$ cat config.mk
export PLATFORM = sky130hd
export DESIGN_NAME = mgmt_packet_hop_deframer_top_flat
export DESIGN_NICKNAME = d
export VERILOG_FILES = /design/src/rtl/core/mphd_pkg.sv /design/src/rtl/core/mphd_ifs.sv /design/src/rtl/core/mphd_decode.sv /design/src/rtl/core/mgmt_packet_hop_deframer_top.sv /design/src/flat_wrapper.sv
export VERILOG_INCLUDE_DIRS = /design/src /design/src/rtl/core
export SDC_FILE = /design/constraint.sdc
export NUM_CORES = 1
export LEC_CHECK = 0
export BUFFER_PORTS_ARGS = -buffer_cell sky130_fd_sc_hd__buf_2
export CAP_MARGIN = 40
export CORE_MARGIN = 2
export CORE_UTILIZATION = 55
export DETAILED_ROUTE_END_ITERATION = 6
export PLACE_DENSITY = 0.87
export SLEW_MARGIN = 40
export SYNTH_ARGS = -nofsm -noshare
export SYNTH_HDL_FRONTEND = slang
export SYNTH_SLANG_ARGS = --single-unit
$ cat constraint.sdc
create_clock -name clk -period 6.8 [get_ports clk]
set_input_delay 1.36 -clock clk [delete_from_list [all_inputs] [get_ports clk]]
set_output_delay 1.36 -clock clk [all_outputs]
set_load 0.01 [all_outputs]
$ cat src/rtl/core/assert_macros.svh
// assertion macros for the deframer rtl
// no dependencies
`ifndef ASSERT_MACROS_SVH
`define ASSERT_MACROS_SVH

// implication or plain property, checked out of reset
`define MPHD_ASSERT(name, clk, rst_n, prop, msg) \
    name: assert property (@(posedge clk) disable iff (!rst_n) prop) else $error(msg);

// condition that must never be seen out of reset
`define MPHD_NEVER(name, clk, rst_n, expr, msg) \
    name: assert property (@(posedge clk) disable iff (!rst_n) !(expr)) else $error(msg);

`endif

$ cat src/rtl/core/mphd_pkg.sv
// types, constants and helpers for the management packet deframer
// used by mphd_decode and mgmt_packet_hop_deframer_top
package mphd_pkg;

    localparam int unsigned WORD_W  = 64;
    localparam int unsigned HOP_W   = 10;
    localparam int unsigned PAD_W   = 3;
    localparam int unsigned OPS_W   = 8;

    localparam logic REC_HEADER = 1'b0;
    localparam logic REC_OP     = 1'b1;

    typedef enum logic [3:0] {
        PH_HDR     = 4'b0001,
        PH_OP      = 4'b0010,
        PH_PAD_OP  = 4'b0100,
        PH_PAD_HDR = 4'b1000
    } phase_t;

    typedef struct packed {
        phase_t           phase;
        logic [PAD_W-1:0] pad_size;
        logic [PAD_W-1:0] pad_left;
        logic [HOP_W-1:0] hops_total;
        logic [HOP_W-1:0] hop_idx;
    } mphd_state_t;

    typedef struct packed {
        logic             record_kind;
        logic [15:0]      src_endpoint;
        logic [2:0]       width_code;
        logic [15:0]      proto_version;
        logic [HOP_W-1:0] hop_count;
        logic [HOP_W-1:0] hop_number;
        logic [7:0]       op_kind;
        logic [47:0]      op_data;
        logic [OPS_W-1:0] ops_left;
        logic             last;
        logic             error;
    } rec_t;

    function automatic logic [WORD_W-1:0] byte_reverse(input logic [WORD_W-1:0] v);
        logic [WORD_W-1:0] r;
        r = '0;
        for (int i = 0; i < 8; i++)
        begin
            r[8*i +: 8] = v[8*(7-i) +: 8];
        end
        return r;
    endfunction

    // codes above 3 are undefined and saturate
    function automatic logic [PAD_W-1:0] pad_from_code(input logic [2:0] code);
        logic [PAD_W-1:0] p;
        case (code)
            3'd0:    p = 3'd0;
            3'd1:    p = 3'd1;
            3'd2:    p = 3'd3;
            default: p = 3'd7;
        endcase
        return p;
    endfunction

endpackage

$ cat src/rtl/core/mphd_ifs.sv
// valid/ready channel interfaces for packet words and decoded records
// no dependencies
interface mphd_word_if;
    logic        valid;
    logic        ready;
    logic [63:0] word;
    logic        first;

    modport source (output valid, output word, output first, input ready);
    modport sink   (input valid, input word, input first, output ready);
endinterface

interface mphd_rec_if;
    logic        valid;
    logic        ready;
    logic        record_kind;
    logic [15:0] src_endpoint;
    logic [2:0]  width_code;
    logic [15:0] proto_version;
    logic [9:0]  hop_count;
    logic [9:0]  hop_number;
    logic [7:0]  op_kind;
    logic [47:0] op_data;
    logic [7:0]  ops_left;
    logic        last;
    logic        error;

    modport source (
        output valid, output record_kind, output src_endpoint, output width_code,
        output proto_version, output hop_count, output hop_number, output op_kind,
        output op_data, output ops_left, output last, output error, input ready
    );
    modport sink (
        input valid, input record_kind, input src_endpoint, input width_code,
        input proto_version, input hop_count, input hop_number, input op_kind,
        input op_data, input ops_left, input last, input error, output ready
    );
endinterface

$ cat src/rtl/core/mphd_decode.sv
// single word decode: record fields and next parser state
// depends on mphd_pkg
module mphd_decode (
    input  logic [63:0]           word,
    input  logic                  first,
    input  logic                  swap,
    input  mphd_pkg::mphd_state_t cur,
    output mphd_pkg::mphd_state_t nxt,
    output logic                  emit,
    output mphd_pkg::rec_t        rec
);
    import mphd_pkg::*;

    logic [WORD_W-1:0] w;
    logic [2:0]        code;
    logic [PAD_W-1:0]  pad_new;
    logic [HOP_W-1:0]  hops_new;
    logic [OPS_W-1:0]  ops;
    logic [HOP_W-1:0]  hop_inc;
    logic              done;
    logic [PAD_W-1:0]  pad_dec;

    always_comb
    begin
        w        = swap ? byte_reverse(word) : word;
        code     = w[47:45];
        pad_new  = pad_from_code(code);
        hops_new = w[25:16];
        ops      = w[7:0];
        hop_inc  = cur.hop_idx + HOP_W'(ops == '0);
        pad_dec  = (cur.pad_left != '0) ? cur.pad_left - PAD_W'(1) : cur.pad_left;
        done     = 1'b0;
        nxt      = cur;
        emit     = 1'b0;
        rec      = '0;

        if (first)
        begin
            done              = (hops_new == '0);
            emit              = 1'b1;
            rec.record_kind   = REC_HEADER;
            rec.src_endpoint  = w[15:0];
            rec.width_code    = code;
            rec.proto_version = w[63:48];
            rec.hop_count     = hops_new;
            rec.last          = done;
            rec.error         = (cur.phase != PH_HDR);
            nxt.hops_total    = hops_new;
            nxt.hop_idx       = '0;
            nxt.pad_size      = pad_new;
            nxt.pad_left      = pad_new;
            if (pad_new != '0)
                nxt.phase = done ? PH_PAD_HDR : PH_PAD_OP;
            else
                nxt.phase = done ? PH_HDR : PH_OP;
        end
        else
        begin
            case (cur.phase)
                PH_OP:
                begin
                    done            = (ops == '0) && (hop_inc == cur.hops_total);
                    emit            = 1'b1;
                    rec.record_kind = REC_OP;
                    rec.hop_number  = cur.hop_idx;
                    rec.op_kind     = w[15:8];
                    rec.op_data     = w[63:16];
                    rec.ops_left    = ops;
                    rec.last        = done;
                    nxt.hop_idx     = hop_inc;
                    nxt.pad_left    = cur.pad_size;
                    if (cur.pad_size != '0)
                        nxt.phase = done ? PH_PAD_HDR : PH_PAD_OP;
                    else
                        nxt.phase = done ? PH_HDR : PH_OP;
                end
                PH_PAD_OP, PH_PAD_HDR:
                begin
                    nxt.pad_left = pad_dec;
                    if (pad_dec == '0)
                        nxt.phase = (cur.phase == PH_PAD_OP) ? PH_OP : PH_HDR;
                end
                default:
                begin
                    nxt = cur;
                end
            endcase
        end
    end

endmodule

$ cat src/rtl/core/mgmt_packet_hop_deframer_top.sv
// management packet deframer top: parser state, swap register, record register
// depends on mphd_pkg, mphd_ifs, mphd_decode and assert_macros.svh
//
// usage
// - pkt carries one 64-bit packet word per beat, first marks the header word
// - rec carries one decoded record per beat: a header record per header word,
//   an op record per op word; padding words and stray words give no beat
// - cfg_wr_en/cfg_wr_data set swap_bytes; write it only while the block is idle
// - a record is registered and appears on rec in the cycle after its word is taken
// - throughput: one word per cycle while rec does not stall, set by the single record register
// - pkt.ready is high while the record register is empty or being drained
// - when rec stalls, the record is held and pkt.ready drops in the same cycle
// - reset clears the parser to expect a header, swap_bytes to 0 and rec.valid
`include "assert_macros.svh"

module mgmt_packet_hop_deframer_top (
    input  logic        clk,
    input  logic        rst_n,
    input  logic        cfg_wr_en,
    input  logic        cfg_wr_data,
    mphd_word_if.sink   pkt,
    mphd_rec_if.source  rec
);
    import mphd_pkg::*;

    mphd_state_t state_reg;
    mphd_state_t state_next;
    logic        swap_bytes_reg;
    logic        rec_valid_reg;
    rec_t        rec_reg;
    rec_t        rec_next;
    logic        emit;
    logic        accept;

    assign pkt.ready = !rec_valid_reg || rec.ready;
    assign accept    = pkt.valid && pkt.ready;

    mphd_decode u_decode (
        .word  (pkt.word),
        .first (pkt.first),
        .swap  (swap_bytes_reg),
        .cur   (state_reg),
        .nxt   (state_next),
        .emit  (emit),
        .rec   (rec_next)
    );

    always_ff @(posedge clk or negedge rst_n)
    begin
        if (!rst_n)
        begin
            swap_bytes_reg       <= 1'b0;
            state_reg.phase      <= PH_HDR;
            state_reg.pad_size   <= '0;
            state_reg.pad_left   <= '0;
            state_reg.hops_total <= '0;
            state_reg.hop_idx    <= '0;
            rec_valid_reg        <= 1'b0;
        end
        else
        begin
            if (cfg_wr_en)
                swap_bytes_reg <= cfg_wr_data;
            if (accept)
                state_reg <= state_next;
            if (accept && emit)
                rec_valid_reg <= 1'b1;
            else if (rec.ready)
                rec_valid_reg <= 1'b0;
        end
    end

    always_ff @(posedge clk)
    begin
        if (accept && emit)
            rec_reg <= rec_next;
    end

    assign rec.valid         = rec_valid_reg;
    assign rec.record_kind   = rec_reg.record_kind;
    assign rec.src_endpoint  = rec_reg.src_endpoint;
    assign rec.width_code    = rec_reg.width_code;
    assign rec.proto_version = rec_reg.proto_version;
    assign rec.hop_count     = rec_reg.hop_count;
    assign rec.hop_number    = rec_reg.hop_number;
    assign rec.op_kind       = rec_reg.op_kind;
    assign rec.op_data       = rec_reg.op_data;
    assign rec.ops_left      = rec_reg.ops_left;
    assign rec.last          = rec_reg.last;
    assign rec.error         = rec_reg.error;

    // header with no hops closes the packet
    `MPHD_ASSERT(a_empty_hdr_last, clk, rst_n,
        (rec_valid_reg && rec_reg.record_kind == REC_HEADER && rec_reg.hop_count == '0)
        |-> rec_reg.last, "header without hops not marked last")
    `MPHD_NEVER(a_op_no_error, clk, rst_n,
        rec_valid_reg && rec_reg.record_kind == REC_OP && rec_reg.error,
        "op record carries error")
    `MPHD_NEVER(a_pad_phase, clk, rst_n,
        state_reg.pad_left != '0 && state_reg.phase != PH_PAD_OP
        && state_reg.phase != PH_PAD_HDR, "padding left outside a padding phase")
    `MPHD_NEVER(a_hop_bound, clk, rst_n,
        state_reg.hop_idx > state_reg.hops_total, "hop index past hop count")

endmodule
$ cat src/flat_wrapper.sv
// flat-port wrapper written by rule: the top's interface ports become plain ports
module mgmt_packet_hop_deframer_top_flat import mphd_pkg::*;
  (clk, rst_n, cfg_wr_en, cfg_wr_data, pkt_valid, pkt_word, pkt_first, pkt_ready, rec_valid, rec_record_kind, rec_src_endpoint, rec_width_code, rec_proto_version, rec_hop_count, rec_hop_number, rec_op_kind, rec_op_data, rec_ops_left, rec_last, rec_error, rec_ready);
  mphd_word_if pkt_i ();
  mphd_rec_if rec_i ();
  input  logic clk;
  input  logic rst_n;
  input  logic cfg_wr_en;
  input  logic cfg_wr_data;
  input wire logic [$bits(pkt_i.valid)-1:0] pkt_valid;
  input wire logic [$bits(pkt_i.word)-1:0] pkt_word;
  input wire logic [$bits(pkt_i.first)-1:0] pkt_first;
  output wire logic [$bits(pkt_i.ready)-1:0] pkt_ready;
  output wire logic [$bits(rec_i.valid)-1:0] rec_valid;
  output wire logic [$bits(rec_i.record_kind)-1:0] rec_record_kind;
  output wire logic [$bits(rec_i.src_endpoint)-1:0] rec_src_endpoint;
  output wire logic [$bits(rec_i.width_code)-1:0] rec_width_code;
  output wire logic [$bits(rec_i.proto_version)-1:0] rec_proto_version;
  output wire logic [$bits(rec_i.hop_count)-1:0] rec_hop_count;
  output wire logic [$bits(rec_i.hop_number)-1:0] rec_hop_number;
  output wire logic [$bits(rec_i.op_kind)-1:0] rec_op_kind;
  output wire logic [$bits(rec_i.op_data)-1:0] rec_op_data;
  output wire logic [$bits(rec_i.ops_left)-1:0] rec_ops_left;
  output wire logic [$bits(rec_i.last)-1:0] rec_last;
  output wire logic [$bits(rec_i.error)-1:0] rec_error;
  input wire logic [$bits(rec_i.ready)-1:0] rec_ready;
  assign pkt_i.valid = pkt_valid;
  assign pkt_i.word = pkt_word;
  assign pkt_i.first = pkt_first;
  assign pkt_ready = pkt_i.ready;
  assign rec_valid = rec_i.valid;
  assign rec_record_kind = rec_i.record_kind;
  assign rec_src_endpoint = rec_i.src_endpoint;
  assign rec_width_code = rec_i.width_code;
  assign rec_proto_version = rec_i.proto_version;
  assign rec_hop_count = rec_i.hop_count;
  assign rec_hop_number = rec_i.hop_number;
  assign rec_op_kind = rec_i.op_kind;
  assign rec_op_data = rec_i.op_data;
  assign rec_ops_left = rec_i.ops_left;
  assign rec_last = rec_i.last;
  assign rec_error = rec_i.error;
  assign rec_i.ready = rec_ready;
  mgmt_packet_hop_deframer_top u_core (.clk(clk), .rst_n(rst_n), .cfg_wr_en(cfg_wr_en), .cfg_wr_data(cfg_wr_data), .pkt(pkt_i), .rec(rec_i));
endmodule
[Word level (Yosys, flattened, before mapping)]
Index checks and enable logic that the tools add are counted.
Word-level totals
  output and inout bits: 124
  RAM bits: 0
  bits in latches: 0
  word-level logic and storage cells: 71
  ROM bits: 0
  memories kept: 0
  register bits: 154
Operators by class
  multiply operators: 0
  add/subtract/negate cells: 2
  $lt $le $gt $ge: 0
  multiplexer cells: 21
  eq/ne operators: 8
  reduce and logical (&&, ||, !) cells: 21
  bitwise operators: 1
  divide/modulo/power cells: 0
  shift operators: 0
Operators by type and width (number)
  2-to-1 mux 64 bit: 1
  2-to-1 mux 30 bit: 1
  2-to-1 mux 4 bit: 5
  nonzero test 3 bit: 4
  adder 10 x 1 -> 10 bit: 1
  equality test 10 bit: 1
  zero test 10 bit: 1
  2-to-1 mux 10 bit: 1
  case mux 3 bit (3 select lines): 1
  zero test 8 bit: 1
  case mux 4 bit (2 select lines): 1
  zero test 3 bit: 2
  2-to-1 mux 1 bit: 6
  2-to-1 mux 2 bit: 3
  case mux 3 bit (2 select lines): 1
  AND reduction 2 bit: 3
  equality test 4 x 2 -> 1 bit, second input constant: 1
  equality test 4 x 3 -> 1 bit, second input constant: 1
  equality test 4 bit, second input constant: 1
  inequality test 4 x 1 -> 1 bit, second input constant: 1
  nonzero test 2 bit: 2
  OR reduction 2 bit: 2
  equality test 3 x 1 -> 1 bit, second input constant: 1
  equality test 3 x 2 -> 1 bit, second input constant: 1
  other kinds (8): 10

[Depth between registers and ports, before layout]
Gate-level depths: netlist of run 1.
  word-level depth: 9
  depth in mapped cells: 11

[Cells and area by module]
Synthesis of run 1 repeated with hierarchy kept, for this count alone.
Unflattened totals
  cells, all modules: 584
  area, all modules: 7378.3 µm²
Modules (own cells, without submodules)
  mgmt_packet_hop_deframer_top: cells each 193, seq. area each 4465.5 µm², times used 1, area each 5026.1 µm²
  mphd_decode: cells each 391, seq. area each 0.0 µm², times used 1, area each 2352.3 µm²

[Worst setup path before layout of run 1]
No wires, ideal clock.
  kind: input to register
  start: input rec_ready
  end: register u_core.rec_reg (netlist bit u_core.rec.error) (enable)
  setup time: 0.475 ns
  cell stages on the path: 5
  arrival: 4.431 ns
  slack: 1.894 ns
  path through: nand2b_1 > and2_1 > clkbuf_1 > o21ai_1 > inv_1
On the way
  cells in the longest elaborated chain, start to end: 3
Ends and longest elaborated chain
  start: declaration: RTL line flat_wrapper.sv:26  | input wire logic [$bits(rec_i.ready)-1:0] rec_ready;
  logical OR 1 bit: RTL line mgmt_packet_hop_deframer_top.sv:35  | assign pkt.ready = !rec_valid_reg || rec.ready;
  logical AND 1 bit: RTL line mgmt_packet_hop_deframer_top.sv:36  | assign accept = pkt.valid && pkt.ready;
  logical AND 1 bit: RTL line mgmt_packet_hop_deframer_top.sv:75  | if (accept && emit)
  end signal: assignment: RTL line mgmt_packet_hop_deframer_top.sv:76  | rec_reg <= rec_next;
  end: declaration: RTL line mgmt_packet_hop_deframer_top.sv:30  | rec_t rec_reg;
No other way between the ends.
A chain may end at the register's enable or synchronous reset.

==> key figures, run 1 <==
Flow run
  • Max-cap violations: 0

Worst setup path
  • CP max stage cell: or3_1
  • Family with the most delay on the worst path: simple AND/OR/NAND/NOR gates
  • CP arrival: 4.11 ns
  • Critical path buffers and inverters: 1
  • Crit-path max FO: 7
  • Crit Path Category: input pin to register
  • Crit start category: input pin
  • Crit-path cells: buf_2 -> nor4_1 -> nand3b_1 -> nand2_1 -> ha_1 -> ha_1 -> nand2_1 -> or3_1 -> a22oi_1 -> nand4_1 -> or3_1 -> o31ai_1
  • Reg2Reg Depth: 10
  • R2R Path Start: u_core.swap_bytes_reg
  • Slowest cell delay on critical path: 0.39 ns
  • R2r endpoint: u_core.rec.last
  • Setup crit end kind: register
  • Data required, critical path: 7.01 ns
  • FF-to-FF setup slack: 3.60 ns

Floorplanning
  • Starting Density: 55.93%
  • Height of the die: 116.8 um
  • Chip Width: 116.8 um
  • Rows: 41
  • Total die area: 13650 um2
  • I/O pins: 195
  • Placeable Area: 12520 um2

Route
  • Iter 0 DRT Violations: 499
  • Vias/cell: 5.593
  • DRC Markers: 0
  • Post-DR wirelength/cell: 17.75 um
  • Antenna Nets Post-Route: 0
  • DR pass1 iterations: 5
  • Via count: 5257
  • Total wire length: 16680 um

Place
  • IO buf count: 194
  • DP Area: 8087 um2
  • Final GP Congestion: 0.9474
  • DP HPWL: 11920 um
  • Pre-CTS worst setup slack: 2.628 ns

Global routing
  • Initial antenna violation count: 0
  • Total grt overflow: 0
  • GRT Util Overall: 24.66%
  • Pin count of the biggest net entering global routing: 74
  • Vias in the first global route: 5054
  • First-pass GRT wire length: 25320 um

Cells and area
  • Share of cells above drive strength 1: 31.77%
  • Final #Nets: 831
  • Max FFs per register: 48
  • Final instance area: 8652 um2
  • Layout area overhead: 23.59%
  • Fillers: 904
  • # diodes: 0

Hold path
  • Worst hold path class: register to register
  • Hold Path Depth: 2
  • Hold EP: u_core.state_reg[14]
  • Hold Crit Start: u_core.state_reg[14]

Clocking
  • CTS sink cnt: 154
  • Clock Pin Slew Worst Setup and Hold Paths: 0.06 ns
  • Gates resized, CTS repair: 0
  • Post-CTS setup buffers: 0
  • CTS tree: yes
  • Clock H-tree levels: 4
  • Clock root cell: clkbuf_16
  • Clk buf depth: 2
  • Hold_buf cts: 0
  • Num CTS Buffers: 17
  • Worst-skew pair later-pin latency: 0.42 ns

Yosys
  • Dominant synthesized flop cell: edfxtp_1
  • Synth async-reset ratio: 20.78%
  • Largest area contributor in the netlist: edfxtp_1
  • Synth top area cells: edfxtp_1 (52%), dfrtp_1 (11%), mux2i_1 (9.7%)
  • Gate Count Post-Synth: 572
  • Yosys synthesis warning count: 0
  • Netlist cell types: 54
  • Most frequent cells after synthesis: nor2_1 (125), edfxtp_1 (122), mux2i_1 (68)
  • Post-Syn Nets: 647
  • Flop and latch count out of synthesis: 154
  • Post-synth top area share: 52.33%
  • Syn Area/Cell: 12.24 um2
  • Post-synth EDFFs: 122
  • Most common cell in the netlist: nor2_1
  • Cell Area, Synth: 7000 um2
  • Register area share after synthesis: 63.79%

Timing
  • Fin. max-slew vios: 0
  • Crit path time final: 3.897 ns
  • Period utilization: 57.31%
  • Worst-margin pin slew: 0.8497 ns
  • Setup TNS: 0 ns
  • Final Hold Vio Count: 0
  • Relative slew slack: 43.35%
  • RSZ-0062 raised after global routing: no
  • Max frequency: 256.6 MHz
  • Finish-stage setup viols: 0
  • Final clock skew: 0.01310 ns
  • Final worst slack: 2.903 ns

Power and ir drop
  • Leak: 0.003723 uW
  • Peak supply drop: 0.1767 mV
  • Pwr dens: 301.2 nW/um2
  • Overall Power: 2606 uW

Outcome
  • Outcome: finished clean
## power by group
group | internal, uW | switching (uW) | total [uW]
Sequential | 1150 | 76.3 | 1230
Combinational | 194 | 295 | 489
Clock | 534 | 357 | 892
## area by class of cell
type	instances	area (um2)	share of cell area (%)
clock buffers	18	429.2	4.960
clock inverters	13	127.6	1.475
inverters	5	23.77	0.2748
multi-input cells	380	2384	27.55
flip-flops and latches	154	4469	51.66
well taps	172	215.2	2.487
repair buffers	198	1003	11.60
## worst reg2reg max path: stages (launching register included)
cell and delay (ns):
dfrtp_4 0.62, nand3b_1 0.28, nand2_1 0.11, ha_1 0.17, ha_1 0.27, nand2_1 0.14, or3_1 0.36, a22oi_1 0.21
nand4_1 0.19, or3_1 0.39, o31ai_1 0.28
## metal layers
layer  vias to the layer above  wire length [um]  track usage, %
li1                       2444                 -               -
met1                      2520              6495           29.77
met2                       269              8276           42.00
met3                        24              1590           7.981
met4                         0               320           8.549
met5                         -                 0               0
## how the worst max path moves through the flow
| stage | start | to | slack (ns) | depth (start not counted) |
|---|---|---|---|---|
| floorplan | rec_ready | u_core.rec.error | 1.89 | 5 |
| global placement | pkt_word[3] | u_core.rec.last | 2.76 | 12 |
| detailed placement | pkt_word[3] | u_core.rec.last | 2.63 | 12 |
| CTS | pkt_word[3] | u_core.rec.last | 2.96 | 12 |
| global route | pkt_word[3] | u_core.rec.last | 2.72 | 12 |
| finish | pkt_word[3] | u_core.rec.last | 2.90 | 12 |
## cell families after synthesis
kind of cell	synth area share [%]
flops	63.79
buf+inv	2.377
mux	10.53
simple gates	15.10
xor+xnor	2.055
fa+ha+maj	0.7150
compound gates	5.433
## stage by stage
| step | hold slack, ns | cells | utilization, % |
|---|---|---|---|
| finish | 0.5104 | 940 | 69.12 |
| CTS | 0.5143 | 940 | 69.05 |
| global route | 0.5556 | 940 | 69.12 |
| global placement | 0.4987 | 909 | 64.53 |
| floorplan | 0.4689 | 572 | - |
| detailed placement | 0.5015 | 909 | 64.60 |
## cells in the final DEF (no fill, tap or decap), types with 5 or more instances in the layout
master / instances
o21ai_0: 29
mux2i_1: 68
a21oi_1: 11
mux2_2: 5
clkinv_2: 6
nand2_1: 32
nand3_1: 6
nor4_1: 9
edfxtp_1: 122
buf_4: 5
nor3_1: 9
and3_1: 13
xor2_1: 5
clkbuf_16: 17
buf_2: 193
nor2_1: 125
dfrtp_1: 30
xnor2_1: 7
nor2b_1: 5
Note: power is estimated with default switching activity, not from simulation.
==> run 2, diff against run 1 <==
ABC_AREA = 1   (was not set)
CORE_UTILIZATION = 47   (was 55)
PLACE_DENSITY = 0.8   (was 0.87)
clock period = 3.3 ns   (was 6.8 ns; I/O delays follow)
==> run 2 against run 1 <==
Net effect: sequential share of layout area about the same; worst hold slack got worse by 0.40 ns; clock power increased by 100%; via count increased by 6.9%; worst setup slack got worse by 2.6 ns; combinational power increased by 120%; clock skew decreased by 0.0055 ns; synthesized area decreased by 2.5%; core utilization decreased by 9.0 points; clock-buffer cell count increased by 5; synthesized cell count increased by 19%; critical path type is now register to register; largest power group unchanged.
==> key figures, run 2 <==
Timing
  • Worst-margin pin slew: 0.6160 ns (was 0.8497 ns)
  • Period utilization: 89.81%
  • Relative slew slack: 58.93% (was 43.35%)
  • Crit path time final: 2.964 ns
  • Finish-stage setup viols: 0 (unchanged)
  • Fin. max-slew vios: 0 (unchanged)
  • Final Hold Vio Count: 0 (unchanged)
  • Setup TNS: 0 ns (unchanged)
  • Max frequency: 337.4 MHz
  • RSZ-0062 raised after global routing: no (unchanged)
  • Final clock skew: 0.007626 ns (was 0.01310 ns)

Yosys
  • Simple-gate share of the synthesized area: 18.78% (was 15.10%)
  • Synth Area in Adders: 0.7335% (was 0.7149%)
  • Largest family of logic cells by synthesized area: simple AND/OR/NAND/NOR gates (unchanged)
  • Gate Count Post-Synth: 680 (was 572)
  • Compound-cell area share of the yosys netlist: 6.969% (was 5.433%)
  • Mux share of post-synthesis cell area: 1.760% (was 10.53%)
  • Flop and latch count out of synthesis: 154 (unchanged)
  • Most common cell in the netlist: nand2_1 (was nor2_1)
  • Synth top area cells: edfxtp_1 (54%), dfrtp_1 (11%), nand2_1 (9.1%) (was edfxtp_1 (52%), dfrtp_1 (11%), mux2i_1 (9.7%))
  • Syn Area/Cell: 10.03 um2 (was 12.24 um2)
  • Post-Syn Nets: 755 (was 647)
  • Most frequent cells after synthesis: nand2_1 (165), nor2_1 (127), edfxtp_1 (122) (was nor2_1 (125), edfxtp_1 (122), mux2i_1 (68))
  • Cell Area, Synth: 6823 um2 (was 7000 um2)
  • Dominant synthesized flop cell: edfxtp_1 (unchanged)
  • Post-synth EDFFs: 122 (unchanged)
  • Post-synth top area share: 53.70% (was 52.33%)
  • Largest area contributor in the netlist: edfxtp_1 (unchanged)
  • Post-Synth XOR/XNOR Area: 0.9719% (was 2.055%)
  • Netlist cell types: 33 (was 54)
  • Synth async-reset ratio: 20.78% (unchanged)
  • Register area share after synthesis: 65.45% (was 63.79%)
  • Yosys synthesis warning count: 0 (unchanged)

Hold path
  • Worst hold path class: input pin to asynchronous set/reset pin (was register to register)

Place
  • DP HPWL: 11680 um (was 11920 um)
  • # placed instances: 1039 (was 909)
  • Final GP Congestion: 0.8584 (was 0.9474)
  • IO buf count: 194 (unchanged)

Clocking
  • Clock H-tree levels: 4 (unchanged)
  • Worst-skew pair later-pin latency: 0.43 ns (was 0.42 ns)
  • Post-CTS setup buffers: 0 (unchanged)
  • Clock root cell: clkbuf_16 (unchanged)
  • CTS tree: yes (unchanged)
  • Num CTS Buffers: 17 (unchanged)
  • Clk buf depth: 2 (unchanged)
  • CTS sink cnt: 154 (unchanged)
  • Clock Pin Slew Worst Setup and Hold Paths: 0.06 ns (about the same)

Route
  • Antenna Nets Post-Route: 0 (unchanged)
  • Post-DR wirelength/cell: 15.93 um (was 17.75 um)
  • Uppermost layer routed: met4 (unchanged)
  • Vias/cell: 5.234 (was 5.593)
  • Met2 wire length: 8336 um (was 8276 um)
  • DR pass1 iterations: 5 (unchanged)
  • Via count: 5621 (was 5257)
  • Total wire length: 17110 um (was 16680 um)
  • Met3 WL post-DR: 1196 um (was 1590 um)
  • Wire length on met1: 7044 um (was 6495 um)
  • DRC Markers: 0 (unchanged)
  • Iter 0 DRT Violations: 568 (was 499)

Power and ir drop
  • Overall Power: 5376 uW (was 2606 uW)
  • Pwr dens: 622.0 nW/um2 (was 301.2 nW/um2)
  • Peak supply drop: 0.4018 mV (was 0.1767 mV)
  • Clock power frac: 33.5% (was 34.2%)
  • Flop pwr share: 46.8% (was 47.0%)
  • Switching share of power: 28.97% (was 27.94%)
  • Logic pwr share: 19.7% (was 18.8%)
  • Leak: 0.003936 uW (was 0.003723 uW)
  • P_int: 3819 uW (was 1878 uW)
  • Net switching power: 1557 uW (was 728.3 uW)

Worst setup path
  • R2R Path Start: u_core.swap_bytes_reg (unchanged)
  • Critical Path Most Common Cell: nand2_1
  • R2r endpoint: u_core.state_reg[28] (was u_core.rec.last)
  • Crit-path max FO: 18 (was 7)
  • Setup crit end kind: register (unchanged)
  • CP max stage cell: dfrtp_2 (was or3_1)
  • Critical path buffers and inverters: 2 (was 1)
  • Slowest cell delay on critical path: 0.49 ns (was 0.39 ns)
  • FF-to-FF setup slack: 0.34 ns (was 3.60 ns)
  • Crit start category: register (was input pin)
  • Data required, critical path: 3.60 ns (was 7.01 ns)
  • Family with the most delay on the worst path: simple AND/OR/NAND/NOR gates (unchanged)
  • Crit-path cells: buf_16 -> nand2_1 -> nand2_1 -> nand2_1 -> nor2_1 -> nand2_1 -> inv_1 -> ha_1 -> ha_1 -> nand2_1 -> o21ai_0 -> nand2_1 -> nand2_1 -> nand4_1 -> nor2_1 -> nand3_1 -> a21oi_1 -> o21ai_0 (was buf_2 -> nor4_1 -> nand3b_1 -> nand2_1 -> ha_1 -> ha_1 -> nand2_1 -> or3_1 -> a22oi_1 -> nand4_1 -> or3_1 -> o31ai_1)
  • Crit Path Category: register to register (was input pin to register)
  • CP arrival: 3.26 ns (was 4.11 ns)
  • Reg2Reg Depth: 18 (was 10)

Global routing
  • First-pass GRT wire length: 26320 um (was 25320 um)
  • Vias in the first global route: 5319 (was 5054)
  • GRT Util Overall: 21.73% (was 24.66%)
  • Pin count of the biggest net entering global routing: 85 (was 74)
  • Total grt overflow: 0 (unchanged)
  • Initial antenna violation count: 0 (unchanged)

Cells and area
  • Commonest non-fill, non-tap cell in the layout: buf_2 (unchanged)
  • Share of cells above drive strength 1: 27.64% (was 31.77%)
  • Layout area overhead: 26.68% (was 23.59%)
  • Post-layout utilization of the core: 60.15% (was 69.12%)
  • Non-Filler Instances: 1074 (was 940)
  • Max FFs per register: 48 (unchanged)
  • Final #Nets: 952 (was 831)
  • Most frequent cells in the layout: buf_2 (194), nand2_1 (165), nor2_1 (127), edfxtp_1 (122), inv_1 (58) (was buf_2 (193), nor2_1 (125), edfxtp_1 (122), mux2i_1 (68), nand2_1 (32))
  • # diodes: 0 (unchanged)
  • Fillers: 1167 (was 904)

Flow run
  • Max-cap violations: 0 (unchanged)

Floorplanning
  • Placeable Area: 14370 um2 (was 12520 um2)
  • Starting Density: 47.48% (was 55.93%)
  • Chip Width: 124.5 um (was 116.8 um)
  • I/O pins: 195 (unchanged)
  • Total die area: 15500 um2 (was 13650 um2)
  • Height of the die: 124.5 um (was 116.8 um)
  • Rows: 44 (was 41)

Outcome
  • Outcome: finished clean (unchanged)
-- run 2: cell count changes after synthesis, sizes merged, moves of 5 or more --
| cell | delta |
|---|---|
| nand2 | +132 |
| inv | +56 |
| mux2i | -56 |
| o21ai | +22 |
| a21oi | +14 |
| and3 | -13 |
| nand3 | +13 |
| nor4 | -8 |
| xnor2 | -6 |
| mux2 | -5 |
| nor2b | -5 |
| nor3 | -5 |
| nor4b | -5 |
-- run 2: power by group through the flow --
| stage | clock network [uW] | registers, uW | logic [uW] |
|---|---|---|---|
| floorplan | 0 | 2620 | 571 |
| global placement | 0 | 2540 | 1010 |
| finish | 1800 | 2520 | 1060 |
| detailed placement | 0 | 2550 | 1040 |
| CTS | 1820 | 2510 | 1050 |
| global route | 1910 | 2540 | 1180 |
-- run 2: layout make-up --
cell class,count,area [um2],area share [%]
timing repair buffer,207,1169,13.52
sequential,154,4467,51.68
tap,184,230.2,2.664
clock inverter,9,61.31,0.7093
inverter,61,234.0,2.707
multi-input combinational,436,1993,23.06
clock buffer,23,489.2,5.660
-- run 2: logic make-up (layout without fill, tap and decap cells) --
kind of cell / Yosys count / count (layout)
buffers and inverters: 90 / 300
AND/OR/NAND/NOR: 325 / 325
adder cells (fa/ha/maj): 4 / 4
flip-flops: 154 / 154
XOR/XNOR: 6 / 6
AO/OA/AOI/OAI: 89 / 89
multiplexers: 12 / 12
-- run 2: worst reg2reg max path, cell delays in order, from the launching register on --
cell and delay [ns]:
dfrtp_2 0.49, buf_16 0.20, nand2_1 0.07, nand2_1 0.12
nand2_1 0.07, nor2_1 0.13, nand2_1 0.12, inv_1 0.07
ha_1 0.18, ha_1 0.18, nand2_1 0.12, o21ai_0 0.23
nand2_1 0.11, nand2_1 0.07, nand4_1 0.08, nor2_1 0.19
nand3_1 0.16, a21oi_1 0.17, o21ai_0 0.09
-- run 2: through the flow --
stage / worst slack, ns / cell area, um2 / hold slack [ns]
detailed placement: 0.2387 / 8005 / 0.4803
finish: 0.3361 / 8643 / 0.1122
CTS: 0.3005 / 8556 / 0.3098
global route: 0.006561 / 8643 / 0.1178
global placement: 0.3536 / 8005 / 0.4736
floorplan: 0.6916 / 6827 / 0.3644
-- run 2: worst max-delay path by stage --
stage / start / endpoint / slack, ns / cells after the start
2_1_floorplan: rec_ready / u_core.rec.error / 0.69 / 7
3_3_place_gp: pkt_word[3] / u_core.state_reg[27] / 0.35 / 21
3_5_place_dp: pkt_word[5] / u_core.state_reg[27] / 0.24 / 21
4_1_cts: u_core.swap_bytes_reg / u_core.state_reg[27] / 0.30 / 22
5_1_grt: u_core.swap_bytes_reg / u_core.state_reg[28] / 0.007 / 20
6_report: u_core.swap_bytes_reg / u_core.state_reg[28] / 0.34 / 18
-- run 2: repair_timing --
action,in CTS,in global routing
hold buffers,0,0
resized for setup,0,3
endpoints found under the setup margin,0,2
-- run 2: metal layers --
metal | up-vias | global-route usage, %
met5 | - | 0
met4 | 0 | 9.914
met3 | 42 | 5.369
met2 | 265 | 36.29
met1 | 2652 | 26.74
li1 | 2662 | -
==> run 3, diff against run 2 <==
CORE_MARGIN = 10   (was 2)
==> run 3 against run 2 <==
Net effect: critical path type unchanged; clock skew is 0.0018 ns higher; sequential power about the same; final area grew 0.49%; register-to-register slack got worse by 0.03 ns; via count barely moved; cell count up 0.37%; first-iteration DRC count shrank 21%; sequential cell count did not move; highest routed layer unchanged; total power rose by 3.5%.
==> key figures, run 3 (synthesis results as in run 2) <==
Floorplanning
  • I/O pins: 195 (unchanged)
  • Chip Width: 140.5 um (was 124.5 um)
  • Starting Density: 48.59% (was 47.48%)
  • Placeable Area: 14040 um2 (was 14370 um2)
  • Height of the die: 140.5 um (was 124.5 um)
  • Total die area: 19740 um2 (was 15500 um2)
  • Rows: 43 (was 44)

Clocking
  • Clock H-tree levels: 4 (unchanged)
  • CTS sink cnt: 154 (unchanged)
  • Worst-skew pair later-pin latency: 0.42 ns (was 0.43 ns)
  • Clk buf depth: 2 (unchanged)
  • Hold_buf cts: 0 (unchanged)
  • Clock Pin Slew Worst Setup and Hold Paths: 0.06 ns (about the same)
  • Num CTS Buffers: 17 (unchanged)
  • Clock root cell: clkbuf_16 (unchanged)
  • CTS tree: yes (unchanged)

Timing
  • Final clock skew: 0.009381 ns (was 0.007626 ns)
  • RSZ-0062 raised after global routing: no (unchanged)
  • Relative slew slack: 58.90% (was 58.93%)
  • Period utilization: 90.68% (was 89.81%)
  • Finish-stage setup viols: 0 (unchanged)
  • Final worst slack: 0.3077 ns (was 0.3361 ns)
  • Crit path time final: 2.992 ns (was 2.964 ns)
  • Min Hold Slack: 0.1878 ns (was 0.1122 ns)
  • Final Hold Vio Count: 0 (unchanged)
  • Max frequency: 334.2 MHz (was 337.4 MHz)
  • Setup TNS: 0 ns (unchanged)
  • Fin. max-slew vios: 0 (unchanged)
  • Worst-margin pin slew: 0.6100 ns (was 0.6160 ns)

Worst setup path
  • CP max stage cell: dfrtp_2 (unchanged)
  • Crit-path max FO: 15 (was 18)
  • Slowest cell delay on critical path: 0.46 ns (was 0.49 ns)
  • Crit-path cells: buf_4 -> nand2_1 -> nand2_1 -> nand2_1 -> nor2_1 -> nand2_1 -> inv_1 -> ha_1 -> ha_1 -> xor2_1 -> nor2_1 -> nand2_1 -> nor2_1 -> nand3_1 -> nor2_1 -> nand3_1 -> a21oi_1 -> o21ai_0 (was buf_16 -> nand2_1 -> nand2_1 -> nand2_1 -> nor2_1 -> nand2_1 -> inv_1 -> ha_1 -> ha_1 -> nand2_1 -> o21ai_0 -> nand2_1 -> nand2_1 -> nand4_1 -> nor2_1 -> nand3_1 -> a21oi_1 -> o21ai_0)
  • CP arrival: 3.28 ns (was 3.26 ns)
  • Crit Path Category: register to register (unchanged)
  • Critical Path Most Common Cell: nand2_1 (unchanged)
  • Crit start category: register (unchanged)
  • Data required, critical path: 3.59 ns (was 3.60 ns)
  • Setup crit end kind: register (unchanged)

Route
  • Total wire length: 19180 um (was 17110 um)
  • Post-DR wirelength/cell: 17.79 um (was 15.93 um)
  • Antenna Nets Post-Route: 0 (unchanged)
  • Vias/cell: 5.212 (was 5.234)
  • Iter 0 DRT Violations: 448 (was 568)
  • DRC Markers: 0 (unchanged)
  • DR pass1 iterations: 5 (unchanged)
  • Via count: 5618 (was 5621)

Global routing
  • Initial antenna violation count: 0 (unchanged)
  • Met1 GRT Util: 22.63% (was 26.74%)
  • Pin count of the biggest net entering global routing: 70 (was 85)
  • GRT Util Overall: 18.68% (was 21.73%)
  • First-pass GRT wire length: 29480 um (was 26320 um)
  • Met3 Track Usage GR: 7.573% (was 5.369%)
  • Vias in the first global route: 5503 (was 5319)
  • Total grt overflow: 0 (unchanged)
  • GR Util met2: 29.83% (was 36.29%)
  • GRT busiest layer: met2 (unchanged)

Cells and area
  • Most frequent cells in the layout: buf_2 (193), nand2_1 (165), nor2_1 (127), edfxtp_1 (122), inv_1 (58) (was buf_2 (194), nand2_1 (165), nor2_1 (127), edfxtp_1 (122), inv_1 (58))
  • Final #Nets: 959 (was 952)
  • Commonest non-fill, non-tap cell in the layout: buf_2 (unchanged)
  • Post-layout utilization of the core: 61.86% (was 60.15%)
  • Max FFs per register: 48 (unchanged)
  • Layout area overhead: 27.31% (was 26.68%)
  • Share of cells above drive strength 1: 28.32% (was 27.64%)

Flow run
  • Max-cap violations: 0 (unchanged)

Power and ir drop
  • Leak: 0.003955 uW (was 0.003936 uW)
  • Overall Power: 5566 uW (was 5376 uW)
  • Peak supply drop: 0.5791 mV (was 0.4018 mV)
  • Pwr dens: 640.8 nW/um2 (was 622.0 nW/um2)

Place
  • Final GP Congestion: 0.8627 (was 0.8584)
  • DP HPWL: 13900 um (was 11680 um)
  • Pre-CTS worst setup slack: 0.2161 ns (was 0.2387 ns)
  • IO buf count: 194 (unchanged)

Outcome
  • Outcome: finished clean (unchanged)

Hold path
  • Worst hold path class: input pin to asynchronous set/reset pin (unchanged)
==> run 3: final cells by class <==
class | instances | area [um2]
Antenna cell | 1 | 2.502
Multi-Input combinational cell | 436 | 1993
Tap cell | 180 | 225.2
Inverter | 61 | 234.0
Clock buffer | 19 | 432.9
Timing Repair Buffer | 214 | 1161
Sequential cell | 154 | 4467
Clock inverter | 13 | 170.2
Fill cell | 1124 | 5356
==> run 3: path summary, 6_finish.rpt <==
path                                            start               endpoint  slack (ns)  depth (start not counted)
worst max-delay path            u_core.swap_bytes_reg   u_core.state_reg[28]        0.31                         18
worst min-delay path                            rst_n   u_core.state_reg[10]        0.19                          1
worst max register to register  u_core.swap_bytes_reg   u_core.state_reg[28]        0.31                         18
worst min register to register   u_core.state_reg[15]   u_core.state_reg[15]        0.52                          2
max in group asynchronous                       rst_n   u_core.state_reg[26]        2.78                          1
min in group clk                          cfg_wr_data  u_core.swap_bytes_reg        0.50                          3
==> run 3: report_power, final <==
group	switching [uW]	leakage, uW	internal [uW]	total, uW
clock	773	0.000284	1200	1970
combinational	706	0.00209	370	1080
sequential	119	0.00159	2400	2520
==> run 3: metal layers <==
| layer | up-vias | share of wire, % |
|---|---|---|
| met5 | - | 0 |
| met4 | 0 | 2.0 |
| met3 | 27 | 12 |
| met2 | 298 | 47 |
| met1 | 2618 | 39 |
| li1 | 2675 | - |
==> run 3: repair_timing <==
| item | CTS | global route |
|---|---|---|
| setup endpoints to repair | 0 | 4 |
| setup buffers | 0 | 4 |
| gates resized for setup | 0 | 1 |
==> run 3: through the flow <==
step | cells | area, um2
finish | 1078 | 8686
global route | 1077 | 8683
CTS | 1073 | 8651
detailed placement | 1041 | 8048
global placement | 1041 | 8045
floorplan | 680 | 6827
==> run 3: critical path, delay by kind of cell, from the launching register on <==
| family | cells | cell delay [ns] |
|---|---|---|
| buf+inv | 2 | 0.31 |
| compound gates | 2 | 0.22 |
| flops | 1 | 0.46 |
| simple gates | 11 | 1.26 |
| xor+xnor | 1 | 0.17 |
| fa+ha+maj | 2 | 0.43 |
